**src/rtl/gbs_pkg.sv**
```systemverilog
// Shared types and constants for the greedy box suppression block.
package gbs_pkg;

	localparam int MAX_KEPT   = 64;
	localparam int INDEX_BITS = 13;
	localparam int CNT_W      = $clog2(MAX_KEPT + 1);
	localparam logic [15:0] THR_RESET = 16'd29491;

	typedef struct packed {
		logic signed [15:0] x;
		logic signed [15:0] y;
		logic [15:0]        w;
		logic [15:0]        h;
	} box_t;

	typedef struct packed {
		logic               frame_start;
		logic signed [15:0] box_x;
		logic signed [15:0] box_y;
		logic [15:0]        box_w;
		logic [15:0]        box_h;
	} req_t;

	typedef struct packed {
		logic                  keep;
		logic [INDEX_BITS-1:0] box_index;
		logic                  store_full;
	} res_t;

	typedef struct packed {
		logic shift;
		logic tail;
		logic load;
	} cell_ctl_t;

	typedef struct packed {
		logic hit;
		logic busy;
	} iou_stat_t;

endpackage

```
**src/rtl/gbs_iou.sv**
```systemverilog
// Pipelined overlap test: intersection * 65536 > threshold * union.
module gbs_iou (
	input  logic                clk,
	input  logic                arst_n,
	input  logic                valid,
	input  gbs_pkg::box_t       box_a,
	input  logic [31:0]         area_a,
	input  gbs_pkg::box_t       box_b,
	input  logic [15:0]         threshold,
	output gbs_pkg::iou_stat_t  stat
);

	logic               v_s1, v_s2, v_s3, v_s4;
	logic [15:0]        iw_s1, ih_s1, bw_s1, bh_s1;
	logic [31:0]        inter_s2, areab_s2;
	logic [31:0]        inter_s3;
	logic [32:0]        uni_s3;
	logic [31:0]        inter_s4;
	logic [48:0]        prod_s4;
	logic               nz_s4;

	logic signed [17:0] lo_x, lo_y, hi_x, hi_y, ae_x, be_x, ae_y, be_y, dx, dy;
	logic [15:0]        iw, ih;
	logic [48:0]        lhs;

	always_comb begin
		ae_x = 18'(box_a.x) + $signed({2'b00, box_a.w});
		be_x = 18'(box_b.x) + $signed({2'b00, box_b.w});
		ae_y = 18'(box_a.y) + $signed({2'b00, box_a.h});
		be_y = 18'(box_b.y) + $signed({2'b00, box_b.h});
		lo_x = (box_a.x > box_b.x) ? 18'(box_a.x) : 18'(box_b.x);
		lo_y = (box_a.y > box_b.y) ? 18'(box_a.y) : 18'(box_b.y);
		hi_x = (ae_x < be_x) ? ae_x : be_x;
		hi_y = (ae_y < be_y) ? ae_y : be_y;
		dx   = hi_x - lo_x;
		dy   = hi_y - lo_y;
		// A positive overlap never exceeds the narrower extent, so 16 bits hold it.
		iw   = (dx > 18'sd0) ? dx[15:0] : 16'd0;
		ih   = (dy > 18'sd0) ? dy[15:0] : 16'd0;
	end

	always_ff @(posedge clk or negedge arst_n) begin
		if (!arst_n) begin
			v_s1 <= 1'b0;
			v_s2 <= 1'b0;
			v_s3 <= 1'b0;
			v_s4 <= 1'b0;
		end else begin
			v_s1 <= valid;
			v_s2 <= v_s1;
			v_s3 <= v_s2;
			v_s4 <= v_s3;
		end
	end

	always_ff @(posedge clk) begin
		iw_s1     <= iw;
		ih_s1     <= ih;
		bw_s1     <= box_b.w;
		bh_s1     <= box_b.h;
		inter_s2  <= 32'(iw_s1) * 32'(ih_s1);
		areab_s2  <= 32'(bw_s1) * 32'(bh_s1);
		inter_s3  <= inter_s2;
		uni_s3    <= {1'b0, area_a} + {1'b0, areab_s2} - {1'b0, inter_s2};
		inter_s4  <= inter_s3;
		prod_s4   <= 49'(threshold) * 49'(uni_s3);
		nz_s4     <= (uni_s3 != 33'd0);
	end

	assign lhs       = {1'b0, inter_s4, 16'd0};
	assign stat.hit  = v_s4 && nz_s4 && (lhs > prod_s4);
	assign stat.busy = v_s1 || v_s2 || v_s3 || v_s4;

endmodule

```
**config.mk**
```make
export PLATFORM = sky130hd
export DESIGN_NAME = gbs_iou
export DESIGN_NICKNAME = d
export VERILOG_FILES = /design/src/rtl/gbs_pkg.sv /design/src/rtl/gbs_iou.sv
export SDC_FILE = /design/constraint.sdc
export NUM_CORES = 2
export LEC_CHECK = 0
export ABC_AREA = 1
export BUFFER_PORTS_ARGS = -buffer_cell sky130_fd_sc_hd__buf_2
export CAP_MARGIN = 5
export CORE_UTILIZATION = 60
export DETAILED_ROUTE_END_ITERATION = 10
export GPL_ROUTABILITY_DRIVEN = 0
export PLACE_DENSITY_LB_ADDON = 0.08
export SETUP_SLACK_MARGIN = 0.4
export SYNTH_ARGS = -nofsm -noshare
export SYNTH_HDL_FRONTEND = slang
export SYNTH_SLANG_ARGS = --single-unit
```
**constraint.sdc**
```tcl
create_clock -name clk -period 9.5 [get_ports clk]
set_input_delay 0.475 -clock clk [delete_from_list [all_inputs] [get_ports clk]]
set_output_delay 0.475 -clock clk [all_outputs]
set_load 0.02 [all_outputs]
```
# After elaboration in Yosys (flattened, before gate mapping)
# Cells that the tools add are included.
word_totals:
  in_bits: 179
  register_bits: 279
  wordCells: 43
  out_inout_bits: 2
op_classes:
  order_cmp: 7
  reduce_logical: 6
  muxes: 4
  add_sub_neg: 8
  multipliers: 3
op_table:
  columns: ["operator", "count"]
  rows:
  - ["$add 16x17->18", 4]
  - ["$mux 18", 4]
  - ["$mul 16x16->32", 2]
  - ["$gt 48x49->1", 1]
  - ["$mul 16x33->49", 1]
  - ["$gt 18x1->1 const B", 2]
  - ["$lt 18x18->1", 2]
  - ["$sub 18x18->18", 2]
  - ["$add 32x32->33", 1]
  - ["$reduce_bool 33->1", 1]
  - ["$sub 33x32->33", 1]
  - ["$gt 16x16->1", 2]
  - ["$logic_or 1x1->1", 3]
  - ["$logic_and 1x1->1", 2]

# Longest topological paths before layout
logic_depth:
  ltp_word: 5
  depth_mapped: 44
  depth_no_buf: 42

# Worst setup path after synthesis
# OpenSTA, ideal clock, no wires.
synth_timing:
  path_kind: "input-to-reg"
  from: "in threshold[1]"
  to: "reg prod_s4[48]"
  path_slack_ps: 3529
  cell_stages: 26
  t_arrival_ps: 5900
  setup_ps: 72
  required_time_ps: 9428
  n_path_buf: 2
  path_cell_list: "clkbuf_1 clkbuf_1 nand2_1 fa_1 inv_1 fa_1 inv_1 fa_1 inv_1 fa_1 inv_1 fa_1 inv_1 fa_1 ha_1 nand2_1 nor2_1 inv_1 nor3_1 nand2_1 o211ai_1 a21oi_1 o21bai_1 nand3_1 nand2_1 xor2_1"
synth_between:
  elab_chain_len: 1
synth_lines:
  columns: ["item", "line", "source"]
  rows:
  - ["from (decl)", "gbs_iou.sv:9", "input logic [15:0] threshold,"]
  - ["$mul 16x33->49", "gbs_iou.sv:66", "prod_s4 <= 49'(threshold) * 49'(uni_s3);"]
  - ["to (signal assigned)", "gbs_iou.sv:66", null]
  - ["to (decl)", "gbs_iou.sv:19", "logic [48:0] prod_s4;"]
# Every way passes these cells.
# A chain may end at the register's enable or synchronous reset.

# Worst setup path in the final report
layout_timing:
  from: "reg uni_s3[10]"
  to: "reg prod_s4[46]"
layout_between:
  elab_chain_len: 1
layout_lines:
  columns: ["item", "line", "source"]
  rows:
  - ["from (decl)", "gbs_iou.sv:17", "logic [32:0] uni_s3;"]
  - ["from (signal assigned)", "gbs_iou.sv:64", "uni_s3 <= {1'b0, area_a} + {1'b0, areab_s2} - {1'b0, inter_s2};"]
  - ["$mul 16x33->49", "gbs_iou.sv:66", null]
# Every way passes these cells.

==> impl_metrics.json <==
{
  "run_status": "finished, final reports clean",
  "startpoint_type": "flop",
  "first_pass_grt_wire_length_um": 219000,
  "criticalPathCategory": "reg2reg",
  "core_region_area_um2": 84100,
  "final_antenna_net_count": 0,
  "synth_async_sr_flop_share": 0.0143,
  "synth.yosys.seq_area_share": 0.109,
  "crit_fanout": 17,
  "placement.io_buffers": 180,
  "grt_max_degree": 35,
  "route.vias.total": 40800,
  "cts.clk_slew.worst_paths_ns": 0.07,
  "area.growth.synth_to_final_pct": 4.99,
  "clock_tree.buffer_depth": 3,
  "drc_errors": 0,
  "number_of_antenna_violations_at_the_first_check_in_global_routing": 9,
  "groute.usage.overall": 0.318,
  "setup_viol": 0,
  "htree_levels": 1,
  "setup_repair_after_global_routing_missed_its_margin": "false",
  "cp_data_required_time_ns": 9.97,
  "netlist_instances": 6616,
  "timing.fmax_mhz": 148,
  "overflow": 0,
  "detail_route.first_pass.iterations": 6,
  "drive_gt1_frac": 0.0510,
  "tritoncts": "built",
  "maxSlewViolCount": 0,
  "fp-row-count": 106,
  "clk-insertion-delay-late_ns": 0.59,
  "route.detailed.vias_per_inst": 5.27,
  "worst_slew_margin_rel": 0.296,
  "finalCriticalPeriod_ns": 6.75,
  "synth-seq-cells": 279,
  "finish.utilization": 0.639,
  "vias_in_the_first_global_route": 43000,
  "n_fill_cell": 7660,
  "synth-main-ff-cell": "sky130_fd_sc_hd__dfxtp_1",
  "initial_utilization": 0.609,
  "cp-end-kind": "flop",
  "synth.lib_cells_used.distinct": 53,
  "mappedNetlistNets": 8213,
  "wirelength_um": 131000,
  "dp_hpwl_um": 109000,
  "hold_path.class": "in2reg",
  "num-nets-final": 8178,
  "cp_data_arrival_time_ns": 7.22,
  "chipHeight_um": 294,
  "use_met2": 0.559,
  "syn-cell-area_um2": 51200,
  "synth_enable_flop_cells": 0,
  "post-cts-setup-buffer-count": 0,
  "globalRouteMet1Util": 0.394,
  "final.period_utilization": 0.711,
  "detail_route.iter0.violations": 2405,
  "timing.max_cap.violations": 0,
  "timing.setup.tns_ns": 0,
  "finClkSkew_ns": 0.0178,
  "num_io_pins": 181,
  "hold_violations": 0,
  "synthesized_area_per_cell_um2": 7.74,
  "tightest_slew_ns": 1.05,
  "wl_per_cell_um": 17.0,
  "tritoncts_num_sinks": 279,
  "cts_root_buffer": "sky130_fd_sc_hd__clkbuf_16",
  "dieWidth_um": 294,
  "fp.dieArea_um2": 86500,
  "yosys_warnings": 0,
  "routing_usage_on_met3": 0.0432,
  "gr-max-usage-layer": "met2",
  "rrSetupSlack_ns": 2.75,
  "cts_made_buffers": 30
}
[placed cells by master, fill, tap and decap left out, types with 4 or more instances in the layout]
| master | count |
|---|---|
| sky130_fd_sc_hd__o2111ai_1 | 7 |
| sky130_fd_sc_hd__o221ai_1 | 4 |
| sky130_fd_sc_hd__dfrtp_1 | 4 |
| sky130_fd_sc_hd__nand3_1 | 125 |
| sky130_fd_sc_hd__nand3_2 | 5 |
| sky130_fd_sc_hd__buf_2 | 180 |
| sky130_fd_sc_hd__dlygate4sd3_1 | 10 |
| sky130_fd_sc_hd__o211ai_1 | 10 |
| sky130_fd_sc_hd__nor3_1 | 30 |
| sky130_fd_sc_hd__a21o_1 | 16 |
| sky130_fd_sc_hd__buf_4 | 17 |
| sky130_fd_sc_hd__bufinv_16 | 7 |
| sky130_fd_sc_hd__o21ai_2 | 30 |
| sky130_fd_sc_hd__nand4_1 | 38 |
| sky130_fd_sc_hd__dfxtp_1 | 275 |
| sky130_fd_sc_hd__nand2_2 | 11 |
| sky130_fd_sc_hd__xor2_1 | 143 |
| sky130_fd_sc_hd__nor2_1 | 222 |
| sky130_fd_sc_hd__ha_1 | 560 |
| sky130_fd_sc_hd__inv_1 | 1692 |
| sky130_fd_sc_hd__inv_2 | 4 |
| sky130_fd_sc_hd__o21bai_1 | 17 |
| sky130_fd_sc_hd__clkinv_2 | 5 |
| sky130_fd_sc_hd__nand2_1 | 1635 |
| sky130_fd_sc_hd__o21ai_0 | 136 |
| sky130_fd_sc_hd__a21oi_1 | 264 |
| sky130_fd_sc_hd__o31ai_1 | 4 |
| sky130_fd_sc_hd__a31oi_1 | 50 |
| sky130_fd_sc_hd__fa_1 | 858 |
| sky130_fd_sc_hd__clkbuf_16 | 30 |
| sky130_fd_sc_hd__nor4_1 | 14 |
| sky130_fd_sc_hd__o21ai_1 | 7 |
| sky130_fd_sc_hd__xnor2_1 | 73 |
| sky130_fd_sc_hd__a21oi_2 | 6 |
| sky130_fd_sc_hd__o21a_1 | 22 |
| sky130_fd_sc_hd__a211oi_1 | 15 |
| sky130_fd_sc_hd__a21boi_0 | 9 |
| sky130_fd_sc_hd__nor2_2 | 23 |
[registers in the layout, summed over array words and instances (netlist names), 16 cells and up]
register,flops
prod_s4,49
uni_s3,33
areab_s2,32
inter_s2,32
inter_s3,32
inter_s4,32
bh_s1,16
bw_s1,16
ih_s1,16
iw_s1,16
[kinds of logic after synthesis]
family,synth area share
simple gates,0.166
buf+inv,0.146
fa+ha+maj,0.472
compound gates,0.0693
flops,0.109
xor+xnor,0.0369
[critical path, stage by stage, from the launching register on]
cell and delay, ns:
sky130_fd_sc_hd__dfxtp_1 0.94, sky130_fd_sc_hd__nand2_1 0.18, sky130_fd_sc_hd__fa_1 0.57, sky130_fd_sc_hd__inv_1 0.05, sky130_fd_sc_hd__fa_1 0.53, sky130_fd_sc_hd__inv_1 0.05, sky130_fd_sc_hd__fa_1 0.48, sky130_fd_sc_hd__fa_1 0.59
sky130_fd_sc_hd__inv_1 0.06, sky130_fd_sc_hd__fa_1 0.48, sky130_fd_sc_hd__inv_1 0.05, sky130_fd_sc_hd__fa_1 0.48, sky130_fd_sc_hd__inv_1 0.05, sky130_fd_sc_hd__ha_1 0.35, sky130_fd_sc_hd__nand2_1 0.12, sky130_fd_sc_hd__nor2_1 0.17
sky130_fd_sc_hd__nand2_1 0.07, sky130_fd_sc_hd__nand2_1 0.08, sky130_fd_sc_hd__nand2_1 0.05, sky130_fd_sc_hd__nand2_1 0.06, sky130_fd_sc_hd__a21oi_1 0.09, sky130_fd_sc_hd__o21ai_0 0.61, sky130_fd_sc_hd__nand3_1 0.16, sky130_fd_sc_hd__nand2_1 0.14
sky130_fd_sc_hd__a21oi_1 0.08, sky130_fd_sc_hd__xnor2_1 0.13
[layer usage]
layer / part of all wire / vias up / wire (µm)
met5: 0.00043 / - / 56
met1: 0.40 / 19600 / 52700
li1: - / 19500 / -
met3: 0.067 / 322 / 8830
met4: 0.042 / 8 / 5560
met2: 0.49 / 1357 / 64000
[path summary, 6_finish.rpt]
path / from / end / cells after the start
setup / recovery: uni_s3[10] / prod_s4[46] / 25
max in group asynchronous: arst_n / v_s3 / 2
setup reg to reg: uni_s3[10] / prod_s4[46] / 25
hold / removal: box_b[16] / bw_s1[0] / 1
min in group asynchronous: arst_n / v_s4 / 2
hold reg to reg: inter_s3[23] / inter_s4[23] / 0
[area by class of cell]
| type | count | area, µm² | area share |
|---|---|---|---|
| multi-input cells | 4366 | 38100 | 0.709 |
| clock buffers | 34 | 776 | 0.0144 |
| diodes | 2 | 5.00 | 0.0000931 |
| flip-flops and latches | 279 | 5610 | 0.104 |
| repair buffers | 207 | 1130 | 0.0210 |
| well taps | 1134 | 1420 | 0.0264 |
| clock inverters | 20 | 315 | 0.00586 |
| inverters | 1697 | 6370 | 0.118 |
[through the flow]
step | cell area, µm² | setup WS [ns] | instances | hold WS (ns)
after floorplan | 51200 | 3.53 | 6616 | 0.179
after global placement | 52600 | 2.63 | 7673 | 0.282
after detailed placement | 52600 | 2.47 | 7673 | 0.283
after CTS | 53800 | 2.83 | 7737 | 0.00678
after global routing | 53800 | 2.35 | 7737 | 0.0137
final | 53800 | 2.75 | 7739 | 0.0317
[Yosys cell counts (11+ instances only)]
cell type / count / area share
sky130_fd_sc_hd__nand3_1: 125 / 0.012
sky130_fd_sc_hd__a211oi_1: 15 / 0.0022
sky130_fd_sc_hd__nand4_1: 38 / 0.0046
sky130_fd_sc_hd__clkbuf_1: 265 / 0.019
sky130_fd_sc_hd__nand2_2: 11 / 0.0013
sky130_fd_sc_hd__a21oi_1: 264 / 0.026
sky130_fd_sc_hd__o21a_1: 22 / 0.0032
sky130_fd_sc_hd__o21ai_2: 30 / 0.0051
sky130_fd_sc_hd__xor2_1: 143 / 0.024
sky130_fd_sc_hd__a31oi_1: 50 / 0.0061
sky130_fd_sc_hd__o21ai_0: 136 / 0.013
sky130_fd_sc_hd__inv_1: 1692 / 0.12
sky130_fd_sc_hd__nor3_1: 30 / 0.0029
sky130_fd_sc_hd__dfxtp_1: 275 / 0.11
sky130_fd_sc_hd__nand2_1: 1635 / 0.12
sky130_fd_sc_hd__o21bai_1: 17 / 0.0025
sky130_fd_sc_hd__nor4_1: 14 / 0.0017
sky130_fd_sc_hd__a21o_1: 16 / 0.0023
sky130_fd_sc_hd__nor2_2: 23 / 0.0028
sky130_fd_sc_hd__xnor2_1: 73 / 0.012
sky130_fd_sc_hd__ha_1: 560 / 0.14
sky130_fd_sc_hd__nor2_1: 222 / 0.016
sky130_fd_sc_hd__fa_1: 858 / 0.34
[timing repair]
action | 4_1_cts | 5_1_grt
gates resized for setup | 0 | 0
hold endpoints to repair | 13 | 0
endpoints found under the setup margin | 0 | 0
hold buffers | 10 | 0
Power is left out: the tool's default activity adds up to more than one toggle a clock period on the data nets, which glitch-free logic cannot reach.
