$ cat src/rtl/gbs_pkg.sv
// Shared types and constants for the greedy box suppression block.
package gbs_pkg;

	localparam int MAX_KEPT   = 64;
	localparam int INDEX_BITS = 13;
	localparam int CNT_W      = $clog2(MAX_KEPT + 1);
	localparam logic [15:0] THR_RESET = 16'd29491;

	typedef struct packed {
		logic signed [15:0] x;
		logic signed [15:0] y;
		logic [15:0]        w;
		logic [15:0]        h;
	} box_t;

	typedef struct packed {
		logic               frame_start;
		logic signed [15:0] box_x;
		logic signed [15:0] box_y;
		logic [15:0]        box_w;
		logic [15:0]        box_h;
	} req_t;

	typedef struct packed {
		logic                  keep;
		logic [INDEX_BITS-1:0] box_index;
		logic                  store_full;
	} res_t;

	typedef struct packed {
		logic shift;
		logic tail;
		logic load;
	} cell_ctl_t;

	typedef struct packed {
		logic hit;
		logic busy;
	} iou_stat_t;

endpackage

$ cat src/rtl/gbs_cell.sv
// One kept-box cell of the rotating store.
module gbs_cell (
	input  logic                clk,
	input  gbs_pkg::cell_ctl_t  ctl,
	input  gbs_pkg::box_t       next_box,
	input  gbs_pkg::box_t       head_box,
	input  gbs_pkg::box_t       new_box,
	output gbs_pkg::box_t       box
);

	gbs_pkg::box_t box_q;

	// The tail cell closes the ring by taking the head's box.
	always_ff @(posedge clk) begin
		if (ctl.load) begin
			box_q <= new_box;
		end else if (ctl.shift) begin
			box_q <= ctl.tail ? head_box : next_box;
		end
	end

	assign box = box_q;

endmodule

$ cat config.mk
export PLATFORM = sky130hd
export DESIGN_NAME = gbs_cell
export DESIGN_NICKNAME = d
export VERILOG_FILES = /design/src/rtl/gbs_pkg.sv /design/src/rtl/gbs_cell.sv
export SDC_FILE = /design/constraint.sdc
export NUM_CORES = 1
export LEC_CHECK = 0
export BUFFER_PORTS_ARGS = -buffer_cell sky130_fd_sc_hd__buf_2
export CAP_MARGIN = 25
export CORE_ASPECT_RATIO = 2
export CORE_MARGIN = 5
export CORE_UTILIZATION = 36
export CTS_CLUSTER_DIAMETER = 30
export CTS_CLUSTER_SIZE = 24
export DETAILED_ROUTE_END_ITERATION = 10
export GPL_TIMING_DRIVEN = 0
export PLACE_DENSITY_LB_ADDON = 0.2
export SLEW_MARGIN = 0
export SYNTH_ARGS = -nofsm -noshare
export SYNTH_HDL_FRONTEND = slang
export SYNTH_SLANG_ARGS = --single-unit
$ cat constraint.sdc
create_clock -name clk -period 1.3 [get_ports clk]
set_input_delay 0 -clock clk [delete_from_list [all_inputs] [get_ports clk]]
set_output_delay 0 -clock clk [all_outputs]
set_load 0.005 [all_outputs]
Word-level counts from Yosys, hierarchy flattened --
Cells that the tools add are included.
Word-level totals: register bits 64, output and inout port bits 64, logic and storage cells 8, input port bits 196
Operators by class: mux-type cells 3, reduce and logical (&&, ||, !) cells 1
Operator list (count):
- 64-bit 2-to-1 mux | 3
- 2-bit nonzero test | 1

Longest topological paths before layout --
Gate-level depths: netlist (run 1).
depth after elaboration 3, depth in mapped cells 4, mapped depth without buffers 2

Least setup slack after synthesis (run 1) --
No wires, ideal clock.
path type input -> register, start point in ctl[0] (netlist name), end point reg box_q, in the netlist box[0], enable pin, path buffers 1, stages 2, arrival time 1001 ps, setup slack -95 ps, library setup time 394 ps, data required time 906 ps, cell sequence buf_2 > or2_2
Between the ends: cells in the longest elaborated chain, start to end 1
Ends and longest elaborated chain:
- start, declared | RTL line gbs_cell.sv:4 | input gbs_pkg::cell_ctl_t ctl,
- 2-bit nonzero test (no line)
- end signal, assigned | RTL line gbs_cell.sv:16 | box_q <= new_box;
- end signal, assigned | RTL line gbs_cell.sv:18 | box_q <= ctl.tail ? head_box : next_box;
- end, declared | RTL line gbs_cell.sv:11 | gbs_pkg::box_t box_q;
No other way between the ends. A chain may end at the register's enable or synchronous reset.

Final worst setup path (run 1) --
start point in ctl[0] (netlist name), end point reg box_q, in the netlist box[28], enable pin
Same word-level chain as after synthesis.

==> flow_summary.ini, run 1 <==
[sta]
hold_slack_ns = 0.01390
slew_violations = 0
worstMarginPinSlew_ns = 0.8902
setup_viol = 0
period_minus_slack_ns = 1.018
fmax_mhz = 982.5
rsz0062_at_grt = false
relSlewSlack_pct = 40.65
final.period_utilization_pct = 78.29
hold_viol_final = 0

[worst_setup_path]
critPathArrivalTime_ns = 0.96
max_stage_delay_ns = 0.74
cpLargestDelayFamily = simple AND/OR/NAND/NOR gates
worstSetupPathType = in2reg
path_cells = buf_2 -> or2_4
crit_path_end_kind = flip-flop
cp_max_fo = 64
startpoint = ctl[0]
required_ns = 1.25
cp_num_cells = 2
slowest_stage = or2_4
crit_path_start_kind = primary input
path_buf_inv = 1

[yosys]
synth_area_per_cell_um2 = 11.98
ys_types = 11
synth_cells = 278
yosysWarnings = 0
synthesis.nets = 474
postSynthRegisterBits = 64
synth_seq_area_share_pct = 57.72
syn_area_mm2 = 0.003329

[clock_network]
cts_tree = built
numCtsBuffers = 9
clockBufferDepth = 2
cts_setup_buffers = 0
path_clk_slew_ns = 0.05
cts.htree.levels = 3
cts_sinks = 64
cts_root_buf = clkbuf_16

[global_routing]
globalRouteTotalUtil_pct = 20.98
gr-total-overflow = 0
grt_max_degree = 65
antenna_found_initial = 1
grt_pass1_wl_um = 18640
grt_pass1_vias = 3842

[placed_design]
place_hpwl_um = 8934
gp_congestion = 0.7922
io_buffers = 257
place_area_mm2 = 0.004746
dp.cells = 637

[min_path]
hp-start = new_box[34]
hold_path_depth = 3
min_path_type = in2reg
hold_path_end = box[34]

[power_and_ir_drop]
seqPwrFrac_pct = 44.5
p_sw_share_pct = 23.56
p_int_mw = 4.502
peakVddDrop_uv = 715.7
total_power_mw = 5.890
leakagePower_nw = 2.763
power_frac_comb_pct = 20.9
switchingPower_mw = 1.388
powerDensity_mw_per_mm2 = 1051
clkPwrFrac_pct = 34.6

[floorplanning]
rows = 49
dieArea_mm2 = 0.01139
die_h_um = 146
die_x_um = 78
coreArea_mm2 = 0.009012
num_io_pins = 260
start_util_pct = 36.94

[layout]
syn_to_final_growth_pct = 68.32
finalNetCount = 803
largest_reg_flops = 64
layoutNonFillerInstCount = 713
fin_area_mm2 = 0.005604
final_common_cell = buf_2
final_cell_mix = 264 x buf_2, 64 x mux2i_1, 64 x nand2_1, 64 x edfxtp_1, 61 x dlygate4sd3_1
drive_gt1_share_pct = 46.39

[drt]
num_vias = 3425
vias_per_cell = 4.804
firstDrtPassIters = 4
wl_per_cell_um = 17.02
drc = 0
first_iter_violations = 101
totalWireLength_um = 12130
ant_nets = 0

[job]
maxCapViolations = 0

[outcome]
status = finished clean
-- metal layers --
metal | part of all wire (%) | vias to the layer above | wire length, um | global-route usage (%)
li1 | - | 1672 | - | -
met4 | 4.2 | 0 | 515 | 11.68
met5 | 0 | - | 0 | 0
met2 | 56 | 186 | 6788 | 38.40
met3 | 8.1 | 43 | 983 | 6.382
met1 | 32 | 1524 | 3845 | 20.01
-- final cells by class --
type	instances	area [um2]
fillers	762	3408
flip-flops and latches	64	1922
repair buffers	318	1897
multi-input cells	193	1210
clock buffers	12	236.5
plain buffers	21	200.2
well taps	102	127.6
clock inverters	2	8.758
diodes	1	2.502
-- cell families after synthesis --
| group | count (synthesis) | share of synthesized area (%) |
|---|---|---|
| DFF | 64 | 57.72 |
| buffers and inverters | 21 | 6.013 |
| AOI/OAI and AO/OA | 64 | 9.621 |
| and+or+nand+nor | 65 | 7.403 |
| muxes | 64 | 19.24 |
-- per-stage QoR --
step / utilization (%) / setup slack, ns / TNS [ns]
2_1_floorplan: - / 0.2149 / 0
3_3_place_gp: 52.66 / -0.05936 / -3.507
3_5_place_dp: 52.66 / -0.07879 / -4.715
4_1_cts: 62.15 / 0.2647 / 0
5_1_grt: 62.18 / 0.2046 / 0
6_report: 62.18 / 0.2822 / 0
-- how the worst max path moves through the flow --
| stage | endpoint | slack [ns] |
|---|---|---|
| after global routing | box[28] | 0.20 |
| after global placement | box[29] | -0.06 |
| after floorplan | box[0] | 0.21 |
| final | box[28] | 0.28 |
| after CTS | box[28] | 0.26 |
| after detailed placement | box[27] | -0.08 |
-- what timing repair did --
| action | CTS | global route |
|---|---|---|
| hold buffers | 61 | 0 |
| endpoints found under the hold margin | 61 | 0 |
| resized for setup | 0 | 0 |
-- synthesized netlist by cell type (all sizes together) --
cell type,number,area (um2)
edfxtp,64,1922
mux2i,64,640.6
nand2,64,240.2
o21ai,64,320.3
buf,15,177.7
clkbuf,6,22.52
or2,1,6.260
-- power groups by stage --
stage / Clock (mW) / Combinational [mW] / Sequential (mW)
2_1_floorplan: 0 / 0.402 / 2.70
3_3_place_gp: 0 / 1.07 / 2.65
3_5_place_dp: 0 / 1.10 / 2.66
4_1_cts: 2.11 / 1.24 / 2.62
5_1_grt: 2.19 / 1.35 / 2.64
6_report: 2.04 / 1.23 / 2.62
Power figures use the tool's default switching activity.
==> inputs of run 2 (changes only) <==
--- a/config.mk
+++ b/config.mk
@@ -9,7 +9,7 @@
 export CAP_MARGIN = 25
 export CORE_ASPECT_RATIO = 2
 export CORE_MARGIN = 5
-export CORE_UTILIZATION = 36
+export CORE_UTILIZATION = 40
 export CTS_CLUSTER_DIAMETER = 30
 export CTS_CLUSTER_SIZE = 24
 export DETAILED_ROUTE_END_ITERATION = 10
==> constraint.sdc (replaced) <==
create_clock -name clk -period 1 [get_ports clk]
set_input_delay 0 -clock clk [delete_from_list [all_inputs] [get_ports clk]]
set_output_delay 0 -clock clk [all_outputs]
set_load 0.005 [all_outputs]
==> run 2 against run 1 <==
Compared with the run above:
- non-clock buffer count up 3
- power up 36%
- setup slack worse by 0.17 ns
- hold slack worse by 0.0018 ns
- cell count unchanged
- utilization up 6.8 points
- first-iteration DRC count up 96%
- count of clock-buffer cells in the layout down 3
- via count down 0.12%
- critical path type unchanged
- highest routed layer unchanged
==> flow_summary.ini, run 2 (synthesized netlist as in run 1, its figures left out) <==
[outcome]
status = finished clean

[placed_design]
gp_congestion = 0.8068
place_area_mm2 = 0.004751
place_hpwl_um = 8636
io_buffers = 257

[sta]
fmax_mhz = 1127
final.period_utilization_pct = 88.75
rsz0062_at_grt = false
period_minus_slack_ns = 0.8875
slew_violations = 0
setup_viol = 0
hold_viol_final = 0
worstMarginPinSlew_ns = 0.8838
relSlewSlack_pct = 41.08

[drt]
totalWireLength_um = 11750
firstDrtPassIters = 4
wl_per_cell_um = 16.48
drc = 0
num_vias = 3421
vias_per_cell = 4.798
first_iter_violations = 198
ant_nets = 0

[global_routing]
gr-total-overflow = 0
grt_pass1_wl_um = 17460
antenna_found_initial = 0
globalRouteTotalUtil_pct = 22.31
grt_max_degree = 65
grt_pass1_vias = 3658

[layout]
fin_util_pct = 68.98
fillCellCount = 618
fin_area_mm2 = 0.005679
drive_gt1_share_pct = 46.67
largest_reg_flops = 64
final_cell_mix = 263 x buf_2, 64 x mux2i_1, 64 x nand2_1, 64 x edfxtp_1, 64 x dlygate4sd3_1
antenna_cells = 0
finalNetCount = 806
final_common_cell = buf_2
syn_to_final_growth_pct = 70.58

[floorplanning]
num_io_pins = 260
rows = 47
die_x_um = 74.51
start_util_pct = 40.44
die_h_um = 139.0
coreArea_mm2 = 0.008233
dieArea_mm2 = 0.01036

[power_and_ir_drop]
total_power_mw = 7.996
powerDensity_mw_per_mm2 = 1408
peakVddDrop_uv = 1084
leakagePower_nw = 2.795

[worst_setup_path]
cp_num_cells = 2
required_ns = 0.95
path_cells = buf_8 -> or2_4
startpoint = ctl[0]
slowest_stage = or2_4
path_buf_inv = 1
worstSetupPathType = in2reg
crit_path_start_kind = primary input
cpLargestDelayFamily = simple AND/OR/NAND/NOR gates
max_stage_delay_ns = 0.70
cp_max_fo = 64
critPathArrivalTime_ns = 0.83
crit_path_end_kind = flip-flop

[clock_network]
cts.htree.levels = 3
path_clk_slew_ns = 0.05
cts_tree = built
cts_sinks = 64
clockBufferDepth = 2
cts_setup_buffers = 0
cts_root_buf = clkbuf_16
numCtsBuffers = 9

[min_path]
min_path_type = in2reg
hp-start = ctl[0]
hold_path_depth = 2
hold_path_end = box[3]

[job]
maxCapViolations = 0
[run 2: cell types whose count changed in the layout (fill, tap and decap cells not counted)]
cell           previous run  this run
clkinv_1                  1         2
clkbuf_1                  9         6
buf_8                     1         2
diode_2                   1         0
buf_2                   264       263
clkinv_2                  1         2
clkinvlp_4                0         2
bufinv_16                 0         1
dlygate4sd3_1            61        64
[run 2: metrics by stage]
step	hold slack (ns)	worst slack [ns]	setup TNS, ns	std cells
global route	0.001519	0.06351	0	713
CTS	0.0005789	0.1149	0	713
detailed placement	0.2855	-0.2420	-15.21	633
floorplan	0.1912	-0.005913	-0.3785	278
global placement	0.2841	-0.2244	-14.12	633
finish	0.01213	0.1125	0	713
[run 2: metal layers]
| layer | wire [um] | global-route usage (%) | up-vias | part of all wire, % |
|---|---|---|---|---|
| met1 | 3881 | 22.35 | 1517 | 33 |
| met3 | 986 | 6.023 | 42 | 8.4 |
| met2 | 6242 | 38.98 | 184 | 53 |
| met5 | 0 | 0 | - | 0 |
| met4 | 641 | 13.51 | 0 | 5.5 |
| li1 | - | - | 1678 | - |
[run 2: cell type report]
cell class | count | area [um2] | area share, %
multi-input cells | 193 | 1210 | 21.30
flip-flops and latches | 64 | 1922 | 33.84
repair buffers | 321 | 1927 | 33.93
well taps | 98 | 122.6 | 2.159
plain buffers | 21 | 210.2 | 3.701
clock inverters | 7 | 62.56 | 1.102
clock buffers | 9 | 225.2 | 3.966
[run 2: how the worst max path moves through the flow]
| stage | slack [ns] | to |
|---|---|---|
| CTS | 0.11 | box[35] |
| global placement | -0.22 | box[26] |
| finish | 0.11 | box[39] |
| detailed placement | -0.24 | box[26] |
| floorplan | -0.006 | box[0] |
| global route | 0.06 | box[39] |
[run 2: report_power, final]
group / leakage (nW) / switching, mW / internal, mW
clock: 0.136 / 1.09 / 1.90
sequential: 0.659 / 0.0688 / 3.33
combinational: 2.00 / 0.715 / 0.901
total: 2.80 / 1.87 / 6.13
[run 2: timing repair]
action                                 in CTS  in global routing
hold buffers                               64                  0
resized for setup                           0                  0
endpoints found under the hold margin      63                  0
==> inputs of run 3 (changes only) <==
--- a/config.mk
+++ b/config.mk
@@ -7,7 +7,6 @@
 export LEC_CHECK = 0
 export BUFFER_PORTS_ARGS = -buffer_cell sky130_fd_sc_hd__buf_2
 export CAP_MARGIN = 25
-export CORE_ASPECT_RATIO = 2
 export CORE_MARGIN = 5
 export CORE_UTILIZATION = 40
 export CTS_CLUSTER_DIAMETER = 30
==> run 3 against run 2 <==
Compared with the run above:
- the flow now finishes with violations (negative hold slack)
- critical path depth shrank 1
- fmax up 2.6%
- clock power shrank 22%
- highest routed layer unchanged
- via count increased by 0.85%
- combinational power hardly changed
==> flow_summary.ini, run 3 (synthesized netlist as in run 1, its figures left out) <==
[power_and_ir_drop]
p_sw_share_pct = 23.30
switchingPower_mw = 1.717
peakVddDrop_uv = 809.3
seqPwrFrac_pct = 46.0
p_int_mw = 5.651
powerDensity_mw_per_mm2 = 1285
power_frac_comb_pct = 22.3
clkPwrFrac_pct = 31.7
leakagePower_nw = 2.815

[sta]
period_minus_slack_ns = 0.8647
fmax_mhz = 1156
final.period_utilization_pct = 86.47
rsz0062_at_grt = false
setup_viol = 0
slew_violations = 0
hold_viol_final = 1
tns_ns = 0
hold_slack_ns = -0.0006525
worstMarginPinSlew_ns = 0.8867
relSlewSlack_pct = 40.89

[clock_network]
clockBufferDepth = 2
cts.htree.levels = 3
cts_sinks = 64
numCtsBuffers = 9
cts_root_buf = clkbuf_8
cts_tree = built
ctsResizeCount = 0
path_clk_slew_ns = 0.07

[worst_setup_path]
path_buf_inv = 1
required_ns = 1.00
slowest_stage = edfxtp_1
cpLargestDelayFamily = flip-flops
path_cells = buf_2
max_stage_delay_ns = 0.39
startpoint = box[28]
cp_max_fo = 1
crit_path_end_kind = output pin
critPathArrivalTime_ns = 0.86
crit_path_start_kind = flip-flop
worstSetupPathType = reg2out

[layout]
finalNetCount = 819
seqCellArea_mm2 = 0.001922
final_common_cell = buf_2
layoutNonFillerInstCount = 733
fillCellCount = 614
final_cell_mix = 263 x buf_2, 77 x dlygate4sd3_1, 64 x mux2i_1, 64 x nand2_1, 64 x edfxtp_1
multiInputGateArea_mm2 = 0.001210
antenna_cells = 0
drive_gt1_share_pct = 45.38
syn_to_final_growth_pct = 72.23
largest_reg_flops = 64

[min_path]
min_path_type = in2reg
hold_path_depth = 3
hp-start = new_box[0]
hold_path_end = box[0]

[global_routing]
antenna_found_initial = 0
grt_pass1_wl_um = 17740
globalRouteTotalUtil_pct = 22.42
grt_max_degree = 65
grt_pass1_vias = 3687
gr-total-overflow = 0

[placed_design]
io_buffers = 257
gp_congestion = 0.8144
place_hpwl_um = 8302
dp.cells = 640

[outcome]
violations = negative hold slack
status = finished with violations

[drt]
vias_per_cell = 4.707
num_vias = 3450
ant_nets = 0
wl_per_cell_um = 16.19
drc = 0
firstDrtPassIters = 4
first_iter_violations = 100
totalWireLength_um = 11870

[floorplanning]
start_util_pct = 40.73
dieArea_mm2 = 0.01025
die_h_um = 101.2
die_x_um = 101.2
rows = 33
num_io_pins = 260
coreArea_mm2 = 0.008175

[job]
maxCapViolations = 0
==> run 3: cell types whose count changed in the layout (fill, tap and decap cells not counted) <==
cell	change
dlygate4sd3_1	+13
clkinv_2	-1
clkbuf_1	+3
bufinv_16	+1
clkbuf_8	+9
clkinv_1	-1
clkinvlp_4	-2
clkbuf_16	-9
==> run 3: power by group through the flow <==
stage               clock [mW]  sequential [mW]  combinational [mW]
detailed placement           0             3.45                1.40
floorplan                    0             3.50               0.527
finish                    2.33             3.39                1.64
global route              2.51             3.42                1.80
global placement             0             3.44                1.38
CTS                       2.39             3.39                1.64
==> run 3: worst max-delay path by stage <==
| stage | to | slack (ns) | depth (start not counted) |
|---|---|---|---|
| 2_1_floorplan | box[0] | -0.006 | 2 |
| 6_report | box[28] | 0.14 | 1 |
| 3_3_place_gp | box[34] | -0.21 | 2 |
| 4_1_cts | box[28] | 0.12 | 1 |
| 5_1_grt | box[30] | 0.1 | 1 |
| 3_5_place_dp | box[33] | -0.23 | 2 |
==> run 3: routing by layer <==
metal	track usage [%]	part of all wire (%)
met5	0	0
met4	8.691	2.7
met3	9.022	10
met2	41.35	53
met1	22.37	34
==> run 3: repair_timing <==
item,CTS,global route
setup buffers,0,0
hold buffers,77,0
endpoints found under the hold margin,62,0
==> run 3: final cells by class <==
type                            count  area share [%]
Sequential cell                    64           33.52
Clock buffer                       12           2.357
Clock inverter                      4           1.200
Buffer                             21           3.666
Tap cell                          105           2.291
Multi-Input combinational cell    193           21.10
Timing Repair Buffer              334           35.87
==> run 3: per-stage QoR <==
step	cell area (um2)	setup slack [ns]	power, mW	util (%)
6_report	5734	0.1353	7.368	70.14
5_1_grt	5734	0.09826	7.729	70.14
4_1_cts	5734	0.1227	7.426	70.14
3_5_place_dp	4760	-0.2255	4.850	58.22
3_3_place_gp	4760	-0.2129	4.813	58.22
2_1_floorplan	3342	-0.005913	4.031	-
